[src/sv/pns_pkg.sv]
// ---------------------------------------------------------------------------
// pns_pkg
// Shared types, constants and the fixed colour palette of the scaler.
// ---------------------------------------------------------------------------
`default_nettype none

package pns_pkg;

    localparam int COORD_W  = 9;
    localparam int PIX_W    = 8;
    localparam int IDX_W    = 6;
    localparam int COLOUR_W = 16;
    localparam int S_DATA_W = 32;

    localparam int SRC_W_DEF = 256;
    localparam int SRC_H_DEF = 240;
    localparam int DST_W_DEF = 480;
    localparam int DST_H_DEF = 320;

    localparam logic MODE_WRITE = 1'b0;
    localparam logic MODE_READ  = 1'b1;

    // control of one item leaving the coordinate pipeline
    typedef struct packed {
        logic valid;
        logic mode;
        logic keep;
    } pns_ctl_t;

    localparam logic [23:0] RGB888 [64] = '{
        24'h666666, 24'h002A88, 24'h1412A7, 24'h3B00A4,
        24'h5C007E, 24'h6E0040, 24'h6C0600, 24'h561D00,
        24'h333500, 24'h0B4800, 24'h005200, 24'h004F08,
        24'h00404D, 24'h000000, 24'h000000, 24'h000000,
        24'hADADAD, 24'h155FD9, 24'h4240FF, 24'h7527FE,
        24'hA01ACC, 24'hB71E7B, 24'hB53120, 24'h994E00,
        24'h6B6D00, 24'h388700, 24'h0C9300, 24'h008F32,
        24'h007C8D, 24'h000000, 24'h000000, 24'h000000,
        24'hFFFEFF, 24'h64B0FF, 24'h9290FF, 24'hC676FF,
        24'hF36AFF, 24'hFF6ECC, 24'hFF8170, 24'hEA9E22,
        24'hBCBE00, 24'h88D800, 24'h5CE430, 24'h45E082,
        24'h48CDDE, 24'h4F4F4F, 24'h000000, 24'h000000,
        24'hFFFEFF, 24'hC0DFFF, 24'hD3D2FF, 24'hE8C8FF,
        24'hFBC2FF, 24'hFEC4EA, 24'hFECCC5, 24'hF7D8A5,
        24'hE4E594, 24'hCFEF96, 24'hBDF4AB, 24'hB3F3CC,
        24'hB5EBF2, 24'hB8B8B8, 24'h000000, 24'h000000
    };

    function automatic logic [COLOUR_W-1:0] to_rgb565(input logic [IDX_W-1:0] idx);
        logic [23:0] c;
        c = RGB888[idx];
        return {c[23:19], c[15:10], c[7:3]};
    endfunction

endpackage

`default_nettype wire

[src/sv/pns_map.sv]
// ---------------------------------------------------------------------------
// pns_map
// Coordinate pipeline: range and border checks, nearest-neighbour mapping
// by reciprocal multiply with one correction step, frame-store address.
// ---------------------------------------------------------------------------
`default_nettype none

module pns_map #(
    parameter int SRC_W  = pns_pkg::SRC_W_DEF,
    parameter int SRC_H  = pns_pkg::SRC_H_DEF,
    parameter int DST_W  = pns_pkg::DST_W_DEF,
    parameter int DST_H  = pns_pkg::DST_H_DEF,
    parameter int ADDR_W = $clog2(SRC_W * SRC_H)
) (
    input  wire logic                         aclk,
    input  wire logic                         aresetn,
    input  wire logic                         adv,
    input  wire logic                         in_valid,
    input  wire logic                         in_mode,
    input  wire logic [pns_pkg::COORD_W-1:0]  in_x,
    input  wire logic [pns_pkg::COORD_W-1:0]  in_y,
    input  wire logic [pns_pkg::PIX_W-1:0]    in_pix,
    output pns_pkg::pns_ctl_t                 out_ctl,
    output logic      [ADDR_W-1:0]            out_addr,
    output logic      [pns_pkg::IDX_W-1:0]    out_idx
);

    import pns_pkg::*;

    localparam int SCALE_W = SRC_W * DST_H / SRC_H;
    localparam int OFF_X   = (SCALE_W < DST_W) ? (DST_W - SCALE_W) / 2 : 0;
    localparam int SCALE_D = (SCALE_W == 0) ? 1 : SCALE_W;
    localparam int SXW     = $clog2(SRC_W);
    localparam int SYW     = $clog2(SRC_H);
    localparam int NXW     = COORD_W + SXW;
    localparam int NYW     = COORD_W + SYW;
    localparam int MX      = (2 ** NXW) / SCALE_D;
    localparam int MY      = (2 ** NYW) / DST_H;
    localparam int DXW     = $clog2(SCALE_D + 1);
    localparam int DYW     = $clog2(DST_H + 1);
    localparam int PXW     = 2 * NXW + 1;
    localparam int PYW     = 2 * NYW + 1;

    // stage a: captured item
    logic               a_valid_reg, a_mode_reg;
    logic [COORD_W-1:0] a_x_reg, a_y_reg;
    logic [PIX_W-1:0]   a_pix_reg;

    // stage b: numerators
    logic               b_valid_reg, b_mode_reg, b_keep_reg;
    logic [NXW-1:0]     b_nx_reg;
    logic [NYW-1:0]     b_ny_reg;
    logic [SXW-1:0]     b_wx_reg;
    logic [SYW-1:0]     b_wy_reg;
    logic [IDX_W-1:0]   b_idx_reg;

    // stage c: quotient estimates
    logic               c_valid_reg, c_mode_reg, c_keep_reg;
    logic [NXW-1:0]     c_nx_reg, c_qx_reg;
    logic [NYW-1:0]     c_ny_reg, c_qy_reg;
    logic [SXW-1:0]     c_wx_reg;
    logic [SYW-1:0]     c_wy_reg;
    logic [IDX_W-1:0]   c_idx_reg;

    // stage d: source coordinates
    logic               d_valid_reg, d_mode_reg, d_keep_reg;
    logic [SXW-1:0]     d_sx_reg;
    logic [SYW-1:0]     d_sy_reg;
    logic [IDX_W-1:0]   d_idx_reg;

    // stage e: address
    logic               e_valid_reg, e_mode_reg, e_keep_reg;
    logic [ADDR_W-1:0]  e_addr_reg;
    logic [IDX_W-1:0]   e_idx_reg;

    logic [31:0]        xe, ye;
    logic               rd_zero, wr_ok;
    logic [COORD_W-1:0] ox, oy;
    logic [PXW-1:0]     prod_x;
    logic [PYW-1:0]     prod_y;
    logic [NXW-1:0]     qd_x, rem_x, q_x;
    logic [NYW-1:0]     qd_y, rem_y, q_y;
    logic               bump_x, bump_y;

    always_comb begin
        xe      = 32'(a_x_reg);
        ye      = 32'(a_y_reg);
        rd_zero = (xe >= 32'(DST_W)) || (ye >= 32'(DST_H)) || (SCALE_W == 0)
                  || (xe < 32'(OFF_X)) || ((xe - 32'(OFF_X)) >= 32'(SCALE_W));
        wr_ok   = (xe < 32'(SRC_W)) && (ye < 32'(SRC_H));
        ox      = rd_zero ? '0 : COORD_W'(xe - 32'(OFF_X));
        oy      = rd_zero ? '0 : a_y_reg;
    end

    assign prod_x = PXW'(b_nx_reg) * PXW'(MX);
    assign prod_y = PYW'(b_ny_reg) * PYW'(MY);

    always_comb begin
        qd_x   = NXW'((NXW + DXW)'(c_qx_reg) * (NXW + DXW)'(SCALE_D));
        rem_x  = c_nx_reg - qd_x;
        bump_x = (NXW + DXW)'(rem_x) >= (NXW + DXW)'(SCALE_D);
        q_x    = c_qx_reg + NXW'(bump_x);
        qd_y   = NYW'((NYW + DYW)'(c_qy_reg) * (NYW + DYW)'(DST_H));
        rem_y  = c_ny_reg - qd_y;
        bump_y = (NYW + DYW)'(rem_y) >= (NYW + DYW)'(DST_H);
        q_y    = c_qy_reg + NYW'(bump_y);
    end

    // control
    always_ff @(posedge aclk) begin
        if (!aresetn) begin
            a_valid_reg <= 1'b0;
            b_valid_reg <= 1'b0;
            c_valid_reg <= 1'b0;
            d_valid_reg <= 1'b0;
            e_valid_reg <= 1'b0;
        end else if (adv) begin
            a_valid_reg <= in_valid;
            b_valid_reg <= a_valid_reg;
            c_valid_reg <= b_valid_reg;
            d_valid_reg <= c_valid_reg;
            e_valid_reg <= d_valid_reg;
        end
    end

    // payload
    always_ff @(posedge aclk) begin
        if (adv) begin
            a_mode_reg <= in_mode;
            a_x_reg    <= in_x;
            a_y_reg    <= in_y;
            a_pix_reg  <= in_pix;

            b_mode_reg <= a_mode_reg;
            b_keep_reg <= (a_mode_reg == MODE_READ) ? !rd_zero : wr_ok;
            b_nx_reg   <= NXW'(NXW'(ox) * NXW'(SRC_W));
            b_ny_reg   <= NYW'(NYW'(oy) * NYW'(SRC_H));
            b_wx_reg   <= SXW'(a_x_reg);
            b_wy_reg   <= SYW'(a_y_reg);
            b_idx_reg  <= a_pix_reg[IDX_W-1:0];

            c_mode_reg <= b_mode_reg;
            c_keep_reg <= b_keep_reg;
            c_nx_reg   <= b_nx_reg;
            c_ny_reg   <= b_ny_reg;
            c_qx_reg   <= prod_x[NXW +: NXW];
            c_qy_reg   <= prod_y[NYW +: NYW];
            c_wx_reg   <= b_wx_reg;
            c_wy_reg   <= b_wy_reg;
            c_idx_reg  <= b_idx_reg;

            d_mode_reg <= c_mode_reg;
            d_keep_reg <= c_keep_reg;
            d_sx_reg   <= (c_mode_reg == MODE_READ) ? SXW'(q_x) : c_wx_reg;
            d_sy_reg   <= (c_mode_reg == MODE_READ) ? SYW'(q_y) : c_wy_reg;
            d_idx_reg  <= c_idx_reg;

            e_mode_reg <= d_mode_reg;
            e_keep_reg <= d_keep_reg;
            e_addr_reg <= ADDR_W'(ADDR_W'(d_sy_reg) * ADDR_W'(SRC_W)) + ADDR_W'(d_sx_reg);
            e_idx_reg  <= d_idx_reg;
        end
    end

    assign out_ctl.valid = e_valid_reg;
    assign out_ctl.mode  = e_mode_reg;
    assign out_ctl.keep  = e_keep_reg;
    assign out_addr      = e_addr_reg;
    assign out_idx       = e_idx_reg;

endmodule

`default_nettype wire

[config.mk]
export PLATFORM = sky130hd
export DESIGN_NAME = pns_map
export DESIGN_NICKNAME = d
export VERILOG_FILES = /design/src/sv/pns_pkg.sv /design/src/sv/pns_map.sv
export SDC_FILE = /design/constraint.sdc
export NUM_CORES = 1
export LEC_CHECK = 0
export BUFFER_PORTS_ARGS = -buffer_cell sky130_fd_sc_hd__buf_2
export CAP_MARGIN = 0
export CORE_ASPECT_RATIO = 1.4
export CORE_MARGIN = 5
export CORE_UTILIZATION = 57
export DETAILED_ROUTE_END_ITERATION = 8
export PLACE_DENSITY = 0.78
export RECOVER_POWER = 100
export SYNTH_ARGS = -nofsm -noshare
export SYNTH_HDL_FRONTEND = slang
export SYNTH_SLANG_ARGS = --single-unit
[constraint.sdc]
create_clock -name aclk -period 5.15 [get_ports aclk]
set_clock_uncertainty 0.1 [all_clocks]
set_input_delay 0.7725 -clock aclk [delete_from_list [all_inputs] [get_ports aclk]]
set_output_delay 0.7725 -clock aclk [all_outputs]
set_load 0.02 [all_outputs]
==> results.sh <==
export IMPL_synth_async_reset_ratio_pct=0
export IMPL_path_class="reg2reg"
export IMPL_grt_max_degree=101
export IMPL_yosys_warnings=0
export IMPL_h_tree_depth=4
export IMPL_rsz0062_at_grt="yes"
export IMPL_synth_adder_area_share_pct=27.3
export IMPL_gr_total_overflow=0
export IMPL_fillers=1376
export IMPL_cts_made_buffers=17
export IMPL_drt_iter0_markers=297
export IMPL_avgRoutedWirePerCell_um=15.7
export IMPL_first_global_vias=7988
export IMPL_hpwlAfterDp_um=15900
export IMPL_endpoint_kind="flip-flop"
export IMPL_syn_inst=971
export IMPL_avgSynthCellArea_um2=12.4
export IMPL_drive_above_1_share_pct=20.3
export IMPL_core_region_area_um2=20600
export IMPL_dr_pass1_iters=5
export IMPL_synth_top_family_by_area="adder cells"
export IMPL_fin_ws_ps=-477
export IMPL_post_place_ws_ps=-415
export IMPL_clockBufferDepth=2
export IMPL_routed_via_density=5.48
export IMPL_layout_common_cells="edfxtp_1, ha_1, inv_1"
export IMPL_tightest_slew_ps=2320
export IMPL_wirelength_um=21700
export IMPL_max_cap_violations=2
export IMPL_violations="capacitance limit, slew limit, setup timing"
export IMPL_syn_to_final_growth_pct=18.4
export IMPL_critical_path_peak_fanout=3
export IMPL_finalNetCount=1373
export IMPL_ant_nets=0
export IMPL_rr_worst_depth=23
export IMPL_synthXorXnorAreaFrac_pct=4.74
export IMPL_fmax_mhz=178
export IMPL_largest_reg_flops=16
export IMPL_ys_types=63
export IMPL_dieArea_um2=24100
export IMPL_mappedNetlistNets=1226
export IMPL_rows=62
export IMPL_finalSetupViolations=12
export IMPL_grt_total_usage_pct=18.2
export IMPL_critPathLaunch="c_qx_reg[4]"
export IMPL_status="finished with violations"
export IMPL_min_period_ps=5630
export IMPL_fin_area_um2=14200
export IMPL_pin_count=56
export IMPL_ys_flop_type="edfxtp_1"
export IMPL_ys_seq_elements=186
export IMPL_cts_sinks=186
export IMPL_placed_area_um2=13100
export IMPL_port_buffers=53
export IMPL_synth_mux_area_fraction_pct=0.969
export IMPL_grt_pass1_wl_um=36000
export IMPL_dp_cells=1327
export IMPL_hp_class="reg2reg"
export IMPL_gp_congestion=0.846
export IMPL_multi_input_area_um2=6230
export IMPL_report_final_hold_viol_count=0
export IMPL_clk_latency_ps=440
export IMPL_antenna_found_initial=0
export IMPL_post_layout_nonfiller_instances=1387
export IMPL_ys_seq_area_share_pct=46.1
export IMPL_period_share_pct=109
export IMPL_hold_start="b_wy_reg[4]"
export IMPL_synth_compound_area_share_pct=8.48
export IMPL_startpoint_type="flip-flop"
export IMPL_mostFrequentLayoutCell="edfxtp_1"
export IMPL_timing_rr_start="c_qx_reg[4]"
export IMPL_netlist_area_um2=12000
export IMPL_synth_edf_count=181
export IMPL_cts_tree="built"
export IMPL_seq_area_um2=5540
export IMPL_vias=7605
export IMPL_synthSimpleGateAreaFrac_pct=6.94
export IMPL_drc=0
export IMPL_diodes=0
export IMPL_cts_hold_buf=0
export IMPL_holdPathStages=0
export IMPL_die_w_um=133
export IMPL_clkTransAtPathRegs_ps=80
export IMPL_slew_viol_final=189
export IMPL_initial_core_util_pct=58.2
export IMPL_cp_required_ps=5200
export IMPL_die_y_um=182
export IMPL_cp_data_arrival_time_ps=5670
export IMPL_relSlewSlack_pct=-54.6
export IMPL_clockRootBuffer="clkbuf_16"
## cell type report
cell class | count | area share [%]
Tap cell | 256 | 2.25
Sequential cell | 186 | 38.9
Timing Repair Buffer | 143 | 6.41
Clock buffer | 17 | 2.99
Clock inverter | 15 | 1.64
Inverter | 152 | 4.01
Multi-Input combinational cell | 618 | 43.8
## cells in the mapped netlist (7+ instances only)
library cell / instances / area share [%]
a21o_1: 13 / 0.81
a21oi_1: 59 / 2.5
a31oi_1: 7 / 0.36
clkbuf_1: 8 / 0.25
edfxtp_1: 181 / 45
fa_1: 64 / 11
ha_1: 160 / 17
inv_1: 151 / 4.7
nand2_1: 31 / 0.97
nand2b_1: 7 / 0.36
nand3_1: 13 / 0.54
nor2_1: 38 / 1.2
nor2b_1: 13 / 0.68
nor3_1: 17 / 0.71
o21ai_0: 27 / 1.1
o21bai_1: 7 / 0.44
xnor2_1: 42 / 3.1
xor2_1: 23 / 1.7
## layer usage
layer | vias to the layer above | routed length, um | GRT usage, %
met4 | 0 | 709 | 7.70
met2 | 170 | 11700 | 33.4
met1 | 3681 | 8650 | 21.1
li1 | 3704 | - | -
met5 | - | 0 | 0
met3 | 50 | 662 | 2.85
## through the flow
| stage | TNS, ps | hold WS (ps) | util [%] |
|---|---|---|---|
| floorplan | -33.4 | 300 | - |
| global placement | -1750 | 301 | 63.4 |
| detailed placement | -2720 | 305 | 63.4 |
| CTS | -2210 | 320 | 67.7 |
| global route | -6140 | 330 | 68.9 |
| finish | -3160 | 322 | 68.9 |
## cell families after synthesis
family / count (synthesis)
simple gates: 160
fa+ha+maj: 224
mux: 11
compound gates: 158
buf+inv: 167
flops: 186
xor+xnor: 65
## worst paths after layout
kind / slack [ps] / endpoint
worst min-delay path: 320 / c_wy_reg[4]
worst min register to register: 320 / c_wy_reg[4]
worst max-delay path: -480 / d_sx_reg[5]
worst max register to register: -480 / d_sx_reg[5]
## critical path, stage by stage (launching register included)
cell and delay (ps):
edfxtp_1 420, buf_6 150, ha_4 220, fa_1 530
inv_2 40, fa_1 510, inv_2 40, fa_2 410
fa_1 500, inv_2 50, ha_4 160, a21oi_4 170
o211ai_1 130, o21ai_2 220, buf_4 150, nor3b_2 40
mux2_4 260, o22a_1 200, nand4_1 180, ha_4 200
and3_4 220, nand3_1 130, xnor2_1 210, a21oi_1 100
## timing repair
item                                   4_1_cts  5_1_grt
gates resized for setup                     26       42
setup endpoints to repair                   11       14
setup buffers                               14       14
pin swaps                                   30       44
gates cloned                                 0        0
endpoints found under the hold margin        0        0
Power is left out: the tool's default activity adds up to more than one toggle a clock period on the data nets, which glitch-free logic cannot reach.
